## config.mk

```make
export PLATFORM = sky130hd
export DESIGN_NAME = alu_add_sub_condition_codes_flat
export DESIGN_NICKNAME = d
export VERILOG_FILES = /design/src/sv/aasc_pkg.sv /design/src/sv/aasc_if.sv /design/src/sv/alu_add_sub_condition_codes.sv /design/src/flat_wrapper.sv
export SDC_FILE = /design/constraint.sdc
export NUM_CORES = 1
export LEC_CHECK = 0
export BUFFER_PORTS_ARGS = -buffer_cell sky130_fd_sc_hd__buf_2
export CAP_MARGIN = 20
export CORE_ASPECT_RATIO = 1.2
export CORE_MARGIN = 8
export CORE_UTILIZATION = 46
export DETAILED_ROUTE_END_ITERATION = 10
export MAX_ROUTING_LAYER = met4
export PLACE_DENSITY = 0.67
export SYNTH_ARGS = -nofsm -noshare
export SYNTH_HDL_FRONTEND = slang
export SYNTH_SLANG_ARGS = --single-unit
```

## constraint.sdc

```tcl
create_clock -name clk_i -period 5.5 [get_ports clk_i]
set_clock_uncertainty 0.1 [all_clocks]
set_input_delay 0.275 -clock clk_i [delete_from_list [all_inputs] [get_ports clk_i]]
set_output_delay 0.275 -clock clk_i [all_outputs]
set_load 0.03 [all_outputs]
```

## src/sv/aasc_pkg.sv

```systemverilog
`default_nettype none
package aasc_pkg;

  localparam int unsigned DataWidth   = 32;
  localparam int unsigned OpcodeWidth = 3;
  localparam int unsigned SizeWidth   = 2;

  // operation codes
  typedef enum logic [OpcodeWidth-1:0] {
    OP_ADD  = 3'd0,
    OP_SUB  = 3'd1,
    OP_ADDX = 3'd2,
    OP_SUBX = 3'd3,
    OP_NEG  = 3'd4,
    OP_NEGX = 3'd5,
    OP_CMP  = 3'd6
  } opcode_e;

  // operand size codes, the unused code behaves as long
  typedef enum logic [SizeWidth-1:0] {
    SIZE_BYTE = 2'd0,
    SIZE_WORD = 2'd1,
    SIZE_LONG = 2'd2
  } size_e;

  // spare codes: the opcode keeps the flags and yields a zero result, the size acts as long
  localparam logic [OpcodeWidth-1:0] OpReserved   = 3'd7;
  localparam logic [SizeWidth-1:0]   SizeReserved = 2'd3;

  // condition code register
  typedef struct packed {
    logic x;
    logic n;
    logic z;
    logic v;
    logic c;
  } flags_t;

endpackage
`default_nettype wire

```

## src/sv/aasc_if.sv

```systemverilog
`default_nettype none
// operation request channel
interface aasc_in_if;
  logic                               valid;
  logic                               ready;
  logic [aasc_pkg::OpcodeWidth-1:0]   opcode;
  logic [aasc_pkg::SizeWidth-1:0]     op_size;
  logic [aasc_pkg::DataWidth-1:0]     operand_a;
  logic [aasc_pkg::DataWidth-1:0]     operand_b;

  modport source (output valid, opcode, op_size, operand_a, operand_b, input ready);
  modport sink   (input valid, opcode, op_size, operand_a, operand_b, output ready);
endinterface

// result and condition code channel
interface aasc_out_if;
  logic                             valid;
  logic                             ready;
  logic [aasc_pkg::DataWidth-1:0]   result;
  logic                             flag_x;
  logic                             flag_n;
  logic                             flag_z;
  logic                             flag_v;
  logic                             flag_c;

  modport source (output valid, result, flag_x, flag_n, flag_z, flag_v, flag_c,
                  input ready);
  modport sink   (input valid, result, flag_x, flag_n, flag_z, flag_v, flag_c,
                  output ready);
endinterface
`default_nettype wire

```

## src/sv/alu_add_sub_condition_codes.sv

```systemverilog
// path: an input transfer passes the input register, then the result register, before
//   the earliest result transfer; a stalled output holds the result there
// throughput: one operation per cycle unless the output stalls; the flag register feeds
//   the next operation directly, so dependent extend-flag operations run back to back
// reset: asynchronous, clears both valid bits and all five flags
`default_nettype none
module alu_add_sub_condition_codes (
  input  logic         clk_i,
  input  logic         rst_ni,
  aasc_in_if.sink      in_i,
  aasc_out_if.source   out_o
);

  localparam int unsigned W = aasc_pkg::DataWidth;

  // input stage
  logic                           s1_valid_q;
  logic [aasc_pkg::OpcodeWidth-1:0] s1_op_q;
  logic [aasc_pkg::SizeWidth-1:0] s1_size_q;
  logic [W-1:0]                   s1_a_q;
  logic [W-1:0]                   s1_b_q;

  // result stage
  logic                           out_valid_q;
  logic [W-1:0]                   res_q;
  logic [W-1:0]                   res_d;
  aasc_pkg::flags_t               flags_q;
  aasc_pkg::flags_t               flags_d;

  logic in_xfer;
  logic out_free;
  logic s1_fire;

  // handshake
  assign out_free = !out_valid_q || out_o.ready;
  assign s1_fire  = s1_valid_q && out_free;
  assign in_i.ready = !s1_valid_q || out_free;
  assign in_xfer  = in_i.valid && in_i.ready;

  // pick the sign bit of a sized value
  function automatic logic msb_of(input logic [W-1:0] val, input aasc_pkg::size_e sz);
    logic bit_o;
    unique case (sz)
      aasc_pkg::SIZE_BYTE: bit_o = val[7];
      aasc_pkg::SIZE_WORD: bit_o = val[15];
      default:             bit_o = val[W-1];
    endcase
    return bit_o;
  endfunction

  // datapath
  aasc_pkg::size_e size;
  logic [W-1:0]    mask;
  logic [W-1:0]    a_sz;
  logic [W-1:0]    b_sz;
  logic [W-1:0]    r;
  logic [W:0]      add_sum;
  logic [W:0]      sub_diff;
  logic            cin;
  logic            is_add;
  logic            sticky;
  logic            keep_x;
  logic            no_op;
  logic            zero_a;
  logic            c_add;
  logic            c;
  logic            v;
  logic            as;
  logic            bs;
  logic            rs;
  logic            r_zero;

  assign size = aasc_pkg::size_e'(s1_size_q);

  // operation decode
  always_comb begin
    is_add = 1'b0;
    sticky = 1'b0;
    keep_x = 1'b0;
    no_op  = 1'b0;
    zero_a = 1'b0;
    cin    = 1'b0;
    unique case (aasc_pkg::opcode_e'(s1_op_q))
      aasc_pkg::OP_ADD:  is_add = 1'b1;
      aasc_pkg::OP_SUB:  ;
      aasc_pkg::OP_ADDX: begin
        is_add = 1'b1;
        sticky = 1'b1;
        cin    = flags_q.x;
      end
      aasc_pkg::OP_SUBX: begin
        sticky = 1'b1;
        cin    = flags_q.x;
      end
      aasc_pkg::OP_NEG:  zero_a = 1'b1;
      aasc_pkg::OP_NEGX: begin
        zero_a = 1'b1;
        sticky = 1'b1;
        cin    = flags_q.x;
      end
      aasc_pkg::OP_CMP:  keep_x = 1'b1;
      default:           no_op  = 1'b1;
    endcase
  end

  // sized add and subtract, with the extend flag as a third operand for the extend operations
  always_comb begin
    unique case (size)
      aasc_pkg::SIZE_BYTE: mask = W'(32'h0000_00FF);
      aasc_pkg::SIZE_WORD: mask = W'(32'h0000_FFFF);
      default:             mask = '1;
    endcase
    a_sz     = zero_a ? '0 : (s1_a_q & mask);
    b_sz     = s1_b_q & mask;
    add_sum  = {1'b0, a_sz} + {1'b0, b_sz} + {{W{1'b0}}, cin};
    sub_diff = {1'b0, a_sz} - {1'b0, b_sz} - {{W{1'b0}}, cin};
    r        = (is_add ? add_sum[W-1:0] : sub_diff[W-1:0]) & mask;
    unique case (size)
      aasc_pkg::SIZE_BYTE: c_add = add_sum[8];
      aasc_pkg::SIZE_WORD: c_add = add_sum[16];
      default:             c_add = add_sum[W];
    endcase
    as     = msb_of(a_sz, size);
    bs     = msb_of(b_sz, size);
    rs     = msb_of(r, size);
    r_zero = (r == '0);
    c      = is_add ? c_add : sub_diff[W];
    v      = is_add ? (~(as ^ bs) & (as ^ rs)) : ((as ^ bs) & (as ^ rs));
  end

  // flag update
  always_comb begin
    if (no_op) begin
      res_d   = '0;
      flags_d = flags_q;
    end else begin
      res_d     = r;
      flags_d.c = c;
      flags_d.v = v;
      flags_d.n = rs;
      flags_d.z = sticky ? (flags_q.z & r_zero) : r_zero;
      flags_d.x = keep_x ? flags_q.x : c;
    end
  end

  // control registers
  always_ff @(posedge clk_i or negedge rst_ni) begin
    if (!rst_ni) begin
      s1_valid_q  <= 1'b0;
      out_valid_q <= 1'b0;
      flags_q     <= '0;
    end else begin
      s1_valid_q  <= in_xfer || (s1_valid_q && !s1_fire);
      out_valid_q <= s1_fire || (out_valid_q && !out_o.ready);
      if (s1_fire) begin
        flags_q <= flags_d;
      end
    end
  end

  // input payload register
  always_ff @(posedge clk_i) begin
    if (in_xfer) begin
      s1_op_q   <= in_i.opcode;
      s1_size_q <= in_i.op_size;
      s1_a_q    <= in_i.operand_a;
      s1_b_q    <= in_i.operand_b;
    end
  end

  // result payload register
  always_ff @(posedge clk_i) begin
    if (s1_fire) begin
      res_q <= res_d;
    end
  end

  // flags_q loads together with the result register, so it is the result's flags
  assign out_o.valid  = out_valid_q;
  assign out_o.result = res_q;
  assign out_o.flag_x = flags_q.x;
  assign out_o.flag_n = flags_q.n;
  assign out_o.flag_z = flags_q.z;
  assign out_o.flag_v = flags_q.v;
  assign out_o.flag_c = flags_q.c;

endmodule
`default_nettype wire

```

## src/flat_wrapper.sv

```systemverilog
// flat-port wrapper written by rule: the top's interface ports become plain ports
module alu_add_sub_condition_codes_flat 
  (clk_i, rst_ni, in_i_valid, in_i_opcode, in_i_op_size, in_i_operand_a, in_i_operand_b, in_i_ready, out_o_valid, out_o_result, out_o_flag_x, out_o_flag_n, out_o_flag_z, out_o_flag_v, out_o_flag_c, out_o_ready);
  aasc_in_if in_i_i ();
  aasc_out_if out_o_i ();
  input  logic clk_i;
  input  logic rst_ni;
  input wire logic [$bits(in_i_i.valid)-1:0] in_i_valid;
  input wire logic [$bits(in_i_i.opcode)-1:0] in_i_opcode;
  input wire logic [$bits(in_i_i.op_size)-1:0] in_i_op_size;
  input wire logic [$bits(in_i_i.operand_a)-1:0] in_i_operand_a;
  input wire logic [$bits(in_i_i.operand_b)-1:0] in_i_operand_b;
  output wire logic [$bits(in_i_i.ready)-1:0] in_i_ready;
  output wire logic [$bits(out_o_i.valid)-1:0] out_o_valid;
  output wire logic [$bits(out_o_i.result)-1:0] out_o_result;
  output wire logic [$bits(out_o_i.flag_x)-1:0] out_o_flag_x;
  output wire logic [$bits(out_o_i.flag_n)-1:0] out_o_flag_n;
  output wire logic [$bits(out_o_i.flag_z)-1:0] out_o_flag_z;
  output wire logic [$bits(out_o_i.flag_v)-1:0] out_o_flag_v;
  output wire logic [$bits(out_o_i.flag_c)-1:0] out_o_flag_c;
  input wire logic [$bits(out_o_i.ready)-1:0] out_o_ready;
  assign in_i_i.valid = in_i_valid;
  assign in_i_i.opcode = in_i_opcode;
  assign in_i_i.op_size = in_i_op_size;
  assign in_i_i.operand_a = in_i_operand_a;
  assign in_i_i.operand_b = in_i_operand_b;
  assign in_i_ready = in_i_i.ready;
  assign out_o_valid = out_o_i.valid;
  assign out_o_result = out_o_i.result;
  assign out_o_flag_x = out_o_i.flag_x;
  assign out_o_flag_n = out_o_i.flag_n;
  assign out_o_flag_z = out_o_i.flag_z;
  assign out_o_flag_v = out_o_i.flag_v;
  assign out_o_flag_c = out_o_i.flag_c;
  assign out_o_i.ready = out_o_ready;
  alu_add_sub_condition_codes u_core (.clk_i(clk_i), .rst_ni(rst_ni), .in_i(in_i_i), .out_o(out_o_i));
endmodule
```

==> reports/metrics.yaml, run 1 <==
final_layout:
  fillCellCount: 1608
  final_cell_mix: "111 x buf_2, 106 x inv_1, 101 x edfxtp_1"
  final_net_count: 1261
  layout.cells.most_common: "buf_2"
  layout-drive-gt1-share_pct: 14.5
  design_area_mm2: 0.0104
  number_of_inserted_diodes: 0
  finish.cell_count_without_fillers: 1319
  area_grow_syn2layout_pct: 21.7
routing:
  vias: 7230
  number_of_violations_reported_at_the_end_of_detailed_routing_iteration_0: 523
  drc_errors_left: 0
  viasPerCell: 5.48
  routedWlPerCell_um: 16.8
  firstDrtPassIters: 5
  routed_wirelength_mm: 22.1
  antenna_left: 0
die:
  floorplan.die.height_um: 165
  initial_utilization_pct: 46.8
  core_area_mm2: 0.0182
  floorplan.die.width_um: 140
  fp-row-count: 54
  fp.dieArea_mm2: 0.0231
  io-pin-count: 112
run_status:
  outcome: "finished clean"
worst_setup_path:
  setup.worst_path.class: "reg2reg"
  timing.critical_path.mode_cell: "ha_1"
  worstSetupEndpointType: "flop"
  critical_path_cell_by_cell: "ha_1, nor2_1, nand2_1, ha_1, inv_1, ha_1, a21oi_1, o21ai_0, nor3b_1, a31oi_4, a21oi_4, a31oi_1, mux2i_1, o211ai_1, o21a_1, or3_1, a31oi_1"
  cp_slowest_stage_delay_ns: 0.52
  timing.critical_path.fanout_max: 13
  timing.critical_path.from_type: "flop"
  critPathRequiredTime_ns: 5.69
  number_of_buffers_and_inverters_on_the_critical_path: 1
  arrival_ns: 5.26
  kind_of_cell_adding_the_most_delay_to_the_critical_path: "compound AO/OA/AOI/OAI gates"
  master_of_the_slowest_instance_on_the_critical_path: "edfxtp_1"
logic_synthesis:
  synth-seq-cells: 108
  synthCells: 917
  synth_largest_area_cell: "edfxtp_1"
  mappedNetlistNets: 1088
  yosys.cell_types.count: 73
  synth.area.top_cells: "edfxtp_1 36%, ha_1 14%, inv_1 4.7%"
  synth_enable_flop_cells: 101
  synth.cell_area_mm2: 0.00851
  yosys.area.top_type_share_pct: 35.6
  synth_top_flop_cell: "edfxtp_1"
  postSynthAreaPerCell_um2: 9.29
  yosysSeqAreaShare_pct: 37.7
  synth-warning-count: 0
  asyncSetResetFlopFracSynth_pct: 6.48
run:
  max-cap-violations: 0
placed_design:
  pre_cts_slack_ns: 0.473
  placedInstanceArea_mm2: 0.00937
  place.gp.congestion: 0.917
  dp.cells: 1235
  port-buffer-count: 111
  dpl.hpwl_mm: 16.8
clock_network:
  postCtsSetupRepairBufs: 0
  tritoncts_clock_tree: "done"
  cts_htree_levels: 3
  clk_pin_slew_ns: 0.08
  tritoncts_buffers: 9
  cts_num_sinks: 108
  clk-insertion-delay-late_ns: 0.36
  cts_buffer_depth: 2
  cts_root_buffer: "clkbuf_16"
power_and_ir_drop:
  ir_worst_vdd_uv: 170
  leakagePower_nw: 4.65
  pwr_density_cell_mw_per_mm2: 287
  cell_internal_pwr_w: 0.00188
  power.net_switching_w: 0.00110
  power_share_of_the_combinational_group_pct: 41.5
  netSwitchingFraction_pct: 37.0
  pwr-share-seq_pct: 35.0
  power_frac_clock_pct: 23.5
grt:
  gr-total-overflow: 0
  antenna_found_initial: 0
  grt_first_pass_wirelength_mm: 35.9
  grt_use_total_pct: 19.8
  first_global_vias: 7160
  maximum_number_of_pins_on_one_net_before_global_route_repair: 70
sta:
  timing.final.crit_share_pct: 92.2
  timing.final.setup_violations: 0
  hold_viol_final: 0
  grt_setup_unrepaired: "false"
  max_slew.worst_pin.slew_ns: 0.930
  fmaxAchievable_ghz: 0.197
  final-max-slew-violation-count: 0
  worst_slack_ns: 0.429
  final.min_clock_period_ns: 5.07
  tns_ns: 0
  worst_slew_margin_rel_pct: 38.0
worst_hold_path:
  min-delay-path-class: "in2reg"
## registers in the layout, summed over array words and instances, names as in the netlist
name                 count
u_core.out_o.flag_x      1
u_core.s1_a_q           32
u_core.out_o.valid       1
u_core.s1_valid_q        1
u_core.s1_b_q           32
u_core.out_o.result     32
u_core.out_o.flag_n      1
u_core.s1_op_q           3
u_core.out_o.flag_c      1
u_core.s1_size_q         2
u_core.out_o.flag_z      1
u_core.out_o.flag_v      1
## cell type report
type | count | area, um2 | share of cell area (%)
multi-input cells | 673 | 4810 | 46.4
clock inverters | 5 | 63.8 | 0.616
well taps | 224 | 280 | 2.70
repair buffers | 190 | 1340 | 12.9
flip-flops and latches | 108 | 3210 | 31.0
clock buffers | 11 | 254 | 2.45
inverters | 108 | 405 | 3.91
## routing by layer
metal	wire length, um	track usage (%)
met5	0	-
met4	452	6.92
met3	1170	2.83
met2	10300	32.2
met1	10200	25.0
## power by group through the flow
stage	combinational [W]	clock (W)	sequential [W]
floorplan	0.000785	0	0.00115
global route	0.00136	0.000741	0.00105
global placement	0.00117	0	0.00106
detailed placement	0.00119	0	0.00106
CTS	0.00123	0.000712	0.00104
finish	0.00124	0.000698	0.00104
## cell usage after synthesis (all sizes together) (4+ instances only)
library cell	instances
a2111oi	4
a211oi	9
a21o	9
a21oi	69
a31oi	13
and2	28
and3	5
buf	4
clkbuf	24
dfrtp	7
edfxtp	101
fa	4
ha	94
inv	107
mux2	5
mux2i	8
nand2	76
nand2b	15
nand3	24
nand4	10
nor2	68
nor2b	16
nor3	20
nor3b	7
nor4	6
o2111ai	4
o211a	5
o211ai	10
o21a	8
o21ai	39
o31a	4
o31ai	6
or3	4
xnor2	39
xor2	7
## cell families after synthesis
kind of cell,Yosys count,share of synthesized area (%)
buffers and inverters,136,6.04
XOR/XNOR,46,4.73
multiplexers,13,1.60
AO/OA/AOI/OAI,219,17.6
AND/OR/NAND/NOR,297,17.6
adder cells (fa/ha/maj),98,14.8
flip-flops,108,37.7
## metrics by stage
stage	hold slack, ns	power [W]	util (%)
finish	0.00974	0.00297	57.0
global route	0.000909	0.00315	57.0
floorplan	-0.121	0.00194	-
CTS	0.00247	0.00298	57.0
detailed placement	0.0303	0.00225	51.5
global placement	0.0187	0.00223	51.4
## path summary, 6_finish.rpt
| check | from | endpoint | slack (ns) | cells past startpoint |
|---|---|---|---|---|
| max | u_core.s1_op_q[2]$_DFFE_PP_ | u_core.out_o.flag_v$_DFFE_PN0P_ | 0.43 | 17 |
| min | in_i_opcode[1] | u_core.s1_op_q[1]$_DFFE_PP_ | 0.01 | 1 |
| max reg2reg | u_core.s1_op_q[2]$_DFFE_PP_ | u_core.out_o.flag_v$_DFFE_PN0P_ | 0.43 | 17 |
| min reg2reg | u_core.s1_valid_q$_DFF_PN0_ | u_core.out_o.valid$_DFF_PN0_ | 0.41 | 1 |
| max in group asynchronous | rst_ni | u_core.out_o.flag_c$_DFFE_PN0P_ | 4.94 | 2 |
| min in group asynchronous | rst_ni | u_core.s1_valid_q$_DFF_PN0_ | 0.19 | 2 |
## timing repair
item / 4_1_cts / 5_1_grt
endpoints found under the hold margin: 74 / 0
hold buffers: 68 / 0
gates resized for setup: 0 / 0
setup endpoints to repair: 0 / 0
No activity file was read; power rests on OpenSTA's default activity.
==> run 2, diff against run 1 <==
Settings changed: PLACE_DENSITY 0.67 to 0.66.
==> run 2 against run 1 <==
Against the previous run: flip-flop and latch count did not move; first-iteration DRC count fell by 21%; core utilization rose by 0.11 points; via count barely moved; combinational power barely moved; clock-buffer cell count fell by 1; worst setup slack improved by 0.020 ns; wire length rose by 0.66%; fmax rose by 0.40%.
==> reports/metrics.yaml, run 2 (synthesis gave the netlist of run 1 again) <==
worst_hold_path:
  min_path_cells: 2
  min-delay-path-class: "in2reg"
  min_to: "u_core.s1_valid_q$_DFF_PN0_"
  launch_point_of_the_worst_hold_path: "in_i_valid"
clock_network:
  cts-hold-fix-buffers: 68
  clk-insertion-delay-late_ns: 0.37
  cts_buffer_depth: 2
  clk_pin_slew_ns: 0.08
  tritoncts_buffers: 9
  postCtsSetupRepairBufs: 0
  tritoncts_clock_tree: "done"
  cts_num_sinks: 108
  cts_root_buffer: "clkbuf_16"
  cts.repair.resized: 0
  cts_htree_levels: 3
placed_design:
  pre_cts_slack_ns: 0.476
  place.gp.congestion: 0.909
  dpl.hpwl_mm: 17.1
  placedInstanceArea_mm2: 0.00937
  port-buffer-count: 111
final_layout:
  number_of_inserted_diodes: 0
  design_area_mm2: 0.0104
  final_cell_mix: "111 x buf_2, 106 x inv_1, 101 x edfxtp_1"
  postLayoutCoreUtil_pct: 57.1
  final_net_count: 1264
  area_grow_syn2layout_pct: 22.0
  layout-drive-gt1-share_pct: 14.7
  layout.cells.most_common: "buf_2"
worst_setup_path:
  timing.critical_path.from_type: "flop"
  master_of_the_slowest_instance_on_the_critical_path: "edfxtp_1"
  worstReg2RegStart: "u_core.s1_op_q[2]$_DFFE_PP_"
  timing.critical_path.fanout_max: 13
  critical_path_cell_by_cell: "ha_1, nor2_1, nand2_1, ha_1, inv_1, ha_1, nand4_1, a21oi_1, a211oi_2, o21a_1, a221o_2, o211ai_1, a31oi_1, nor3_1, xor2_1, a2bb2oi_1, mux2_2"
  r2r_cells: 17
  critPathRequiredTime_ns: 5.66
  arrival_ns: 5.21
  timing.critical_path.mode_cell: "ha_1"
  cp_slowest_stage_delay_ns: 0.52
  setup.worst_path.class: "reg2reg"
  worstReg2RegEnd: "u_core.out_o.flag_c$_DFFE_PN0P_"
  r2r_setup_slack_ns: 0.45
  worstSetupEndpointType: "flop"
routing:
  firstDrtPassIters: 5
  viasPerCell: 5.46
  number_of_violations_reported_at_the_end_of_detailed_routing_iteration_0: 411
  routed_wirelength_mm: 22.3
  routedWlPerCell_um: 16.8
  antenna_left: 0
  vias: 7224
  drc_errors_left: 0
power_and_ir_drop:
  pwr_density_cell_mw_per_mm2: 284
  ir_worst_vdd_uv: 173
  leakagePower_nw: 4.66
sta:
  timing.final.crit_share_pct: 91.8
  hold_viol_final: 0
  tns_ns: 0
  final.min_clock_period_ns: 5.05
  grt_setup_unrepaired: "false"
  max_slew.worst_pin.slew_ns: 0.896
  fmaxAchievable_ghz: 0.198
  finalHoldWorstSlack_ns: 0.0152
  worst_slew_margin_rel_pct: 40.2
  timing.final.setup_violations: 0
  final-max-slew-violation-count: 0
  worst_slack_ns: 0.449
grt:
  grt-busiest-layer: "met2"
  gr-total-overflow: 0
  first_global_vias: 7107
  use_met2_pct: 33.2
  grt_use_total_pct: 19.9
  maximum_number_of_pins_on_one_net_before_global_route_repair: 70
  grt_first_pass_wirelength_mm: 35.9
  grtUsageMet3_pct: 2.92
  antenna_found_initial: 0
  grt.met1_usage_pct: 24.7
die:
  floorplan.die.width_um: 140
  fp.dieArea_mm2: 0.0231
  initial_utilization_pct: 46.8
  io-pin-count: 112
  floorplan.die.height_um: 165
  core_area_mm2: 0.0182
  fp-row-count: 54
run:
  max-cap-violations: 0
run_status:
  outcome: "finished clean"
-- run 2: worst max path at each step --
| stage | slack [ns] | startpoint | to | cells after the start |
|---|---|---|---|---|
| floorplan | 0.98 | u_core.s1_size_q[1]$_DFFE_PP_ | u_core.out_o.flag_v$_DFFE_PN0P_ | 19 |
| global placement | 0.54 | u_core.s1_op_q[2]$_DFFE_PP_ | u_core.out_o.flag_x$_DFFE_PN0P_ | 17 |
| detailed placement | 0.48 | u_core.s1_op_q[2]$_DFFE_PP_ | u_core.out_o.flag_x$_DFFE_PN0P_ | 17 |
| CTS | 0.43 | u_core.s1_op_q[2]$_DFFE_PP_ | u_core.out_o.flag_c$_DFFE_PN0P_ | 17 |
| global route | 0.02 | u_core.s1_op_q[2]$_DFFE_PP_ | u_core.out_o.flag_x$_DFFE_PN0P_ | 17 |
| finish | 0.45 | u_core.s1_op_q[2]$_DFFE_PP_ | u_core.out_o.flag_c$_DFFE_PN0P_ | 17 |
-- run 2: critical path: cells and delay by family, from the launching register on --
family                     cells  cell delay [ns]
buffers and inverters          1             0.13
and+or+nand+nor                4             1.06
xor gates and xnor gates       1             0.17
DFF                            1             0.52
muxes                          1             0.29
AOI/OAI and AO/OA              7             1.37
adders and majority gates      3             1.27
-- run 2: power breakdown --
group	total (W)	internal, W	switching (W)
logic	0.00124	0.000484	0.000754
registers	0.00104	0.00101	0.0000326
clock network	0.000673	0.000348	0.000325
total	0.00295	0.00184	0.00111
-- run 2: per-stage QoR --
step	total power, W	std cells
2_1_floorplan	0.00194	917
3_3_place_gp	0.00224	1235
3_5_place_dp	0.00225	1236
4_1_cts	0.00296	1320
5_1_grt	0.00313	1322
6_report	0.00295	1322
-- run 2: layer usage --
| layer | wire, um | part of all wire, % |
|---|---|---|
| met1 | 10100 | 45 |
| met3 | 1160 | 5.2 |
| met4 | 382 | 1.7 |
| met5 | 0 | 0 |
| met2 | 10700 | 48 |
-- run 2: area by class of cell --
type | instances | area [um2]
fill | 1567 | 7790
multi-input combinational | 673 | 4810
sequential | 108 | 3210
timing repair buffer | 193 | 1370
inverter | 108 | 405
tap | 224 | 280
clock buffer | 10 | 250
clock inverter | 6 | 60.1
==> run 3, diff against run 2 <==
Settings changed: CORE_UTILIZATION 46 to 40, PLACE_DENSITY 0.66 to not set.
==> run 3 against run 2 <==
Against the previous run: design area about the same; die area rose by 13%; critical endpoint is now u_core.out_o.flag_x$_DFFE_PN0P_; critical path type unchanged; flip-flop and latch count unchanged; fmax rose by 2.3%; global-route usage fell by 2.2 points; total power down 0.68%; clock-buffer cell count up 1; first-iteration DRC count grew 3.2%; sequential power barely moved.
==> reports/metrics.yaml, run 3 (synthesis gave the netlist of run 1 again) <==
final_layout:
  final_cell_mix: "111 x buf_2, 106 x inv_1, 101 x edfxtp_1"
  layout-drive-gt1-share_pct: 14.4
  area_grow_syn2layout_pct: 22.0
  design_area_mm2: 0.0104
  final_net_count: 1259
  number_of_inserted_diodes: 0
  layout.cells.most_common: "buf_2"
clock_network:
  tritoncts_buffers: 9
  tritoncts_clock_tree: "done"
  cts_buffer_depth: 2
  clk-insertion-delay-late_ns: 0.36
  clk_pin_slew_ns: 0.07
  cts_root_buffer: "clkbuf_16"
  cts_num_sinks: 108
  cts_htree_levels: 3
run:
  max-cap-violations: 0
routing:
  number_of_violations_reported_at_the_end_of_detailed_routing_iteration_0: 424
  routed_wirelength_mm: 22.3
  drc_errors_left: 0
  vias: 7167
  viasPerCell: 5.26
  firstDrtPassIters: 5
  antenna_left: 0
  routedWlPerCell_um: 16.4
placed_design:
  placedInstanceArea_mm2: 0.00941
  dpl.hpwl_mm: 17.4
  port-buffer-count: 111
  place.gp.congestion: 0.900
worst_setup_path:
  worstReg2RegEnd: "u_core.out_o.flag_x$_DFFE_PN0P_"
  worstReg2RegStart: "u_core.s1_op_q[2]$_DFFE_PP_"
  timing.critical_path.from_type: "flop"
  setup.worst_path.class: "reg2reg"
  r2r_setup_slack_ns: 0.56
  crit_start: "u_core.s1_op_q[2]$_DFFE_PP_"
  timing.critical_path.fanout_max: 13
  worst_setup_ep: "u_core.out_o.flag_x$_DFFE_PN0P_"
  critPathRequiredTime_ns: 5.64
  worstSetupEndpointType: "flop"
  arrival_ns: 5.08
  r2r_cells: 17
power_and_ir_drop:
  power_frac_clock_pct: 22.4
  pwr-share-seq_pct: 35.5
  power_share_of_the_combinational_group_pct: 42.1
  power.net_switching_w: 0.00109
  netSwitchingFraction_pct: 37.1
  ir_worst_vdd_uv: 150
  pwr_density_cell_mw_per_mm2: 282
  leakagePower_nw: 4.63
  cell_internal_pwr_w: 0.00184
die:
  initial_utilization_pct: 40.7
  core_area_mm2: 0.0209
  floorplan.die.height_um: 176
  io-pin-count: 112
  fp-row-count: 58
  fp.dieArea_mm2: 0.0262
  floorplan.die.width_um: 149
grt:
  antenna_found_initial: 0
  first_global_vias: 7232
  grt_use_total_pct: 17.7
  grt_first_pass_wirelength_mm: 36.8
  gr-total-overflow: 0
  maximum_number_of_pins_on_one_net_before_global_route_repair: 70
sta:
  timing.final.crit_share_pct: 89.8
  max_slew.worst_pin.slew_ns: 0.954
  timing.final.setup_violations: 0
  final-max-slew-violation-count: 0
  fmaxAchievable_ghz: 0.202
  final.min_clock_period_ns: 4.94
  tns_ns: 0
  worst_slew_margin_rel_pct: 36.4
  grt_setup_unrepaired: "false"
  hold_viol_final: 0
run_status:
  outcome: "finished clean"
worst_hold_path:
  min-delay-path-class: "in2reg"
==> run 3: per-stage QoR <==
| stage | total power, W | hold slack (ns) | instances | setup slack (ns) | utilization, % |
|---|---|---|---|---|---|
| after CTS | 0.00295 | 0.0149 | 1363 | 0.403 | 49.7 |
| after global placement | 0.00225 | 0.0228 | 1278 | 0.491 | 44.9 |
| after floorplan | 0.00194 | -0.121 | 917 | 0.983 | - |
| after detailed placement | 0.00225 | 0.0277 | 1279 | 0.428 | 45.0 |
| after global routing | 0.00313 | 0.0159 | 1363 | 0.144 | 49.7 |
| final | 0.00293 | 0.0264 | 1363 | 0.561 | 49.7 |
==> run 3: worst max-delay path: stages, from the launching register on <==
cell       delay, ns
edfxtp_1        0.52
ha_1            0.46
nor2_2          0.39
nand2_1         0.13
ha_1            0.36
inv_1           0.14
ha_1            0.48
a21oi_1         0.11
o21ai_0         0.27
a211oi_2        0.10
o21a_1          0.20
a221o_2         0.35
o211ai_1        0.25
a31oi_1         0.12
nor3_1          0.27
xor2_1          0.17
a2bb2oi_1       0.10
mux2_2          0.28
==> run 3: per-layer routing <==
| metal | track usage, % | part of all wire [%] | up-vias |
|---|---|---|---|
| met3 | 2.09 | 4.4 | 27 |
| met2 | 27.4 | 46 | 177 |
| met4 | 6.36 | 2.1 | 0 |
| met5 | - | 0 | - |
| met1 | 23.6 | 48 | 3342 |
| li1 | - | - | 3621 |
==> run 3: cell type report <==
type                    count  area [um2]
clock inverters             5        60.1
well taps                 270         338
flip-flops and latches    108        3210
inverters                 108         405
multi-input cells         673        4820
fillers                  1991       10500
clock buffers              11         233
repair buffers            188        1320
==> run 3: power groups by stage <==
stage,combinational [W],sequential [W],clock [W]
finish,0.00123,0.00104,0.000657
global route,0.00137,0.00105,0.000707
CTS,0.00123,0.00104,0.000680
detailed placement,0.00119,0.00106,0
global placement,0.00119,0.00106,0
floorplan,0.000785,0.00115,0
==> run 3: worst min-delay path by stage <==
stage                   startpoint                         endpoint  cells past startpoint
global placement            rst_ni     u_core.out_o.valid$_DFF_PN0_                      1
floorplan                   rst_ni  u_core.out_o.flag_c$_DFFE_PN0P_                      0
detailed placement          rst_ni     u_core.out_o.valid$_DFF_PN0_                      1
global route        in_i_opcode[2]      u_core.s1_op_q[2]$_DFFE_PP_                      1
finish              in_i_opcode[1]      u_core.s1_op_q[1]$_DFFE_PP_                      1
CTS                 in_i_opcode[2]      u_core.s1_op_q[2]$_DFFE_PP_                      1
==> run 3: timing repair <==
item                                    4_1_cts  5_1_grt
endpoints found under the setup margin        0        2
hold endpoints to repair                     74        0
hold buffers                                 68        0
buffers inserted                              0        0
gates resized for setup                       0        1
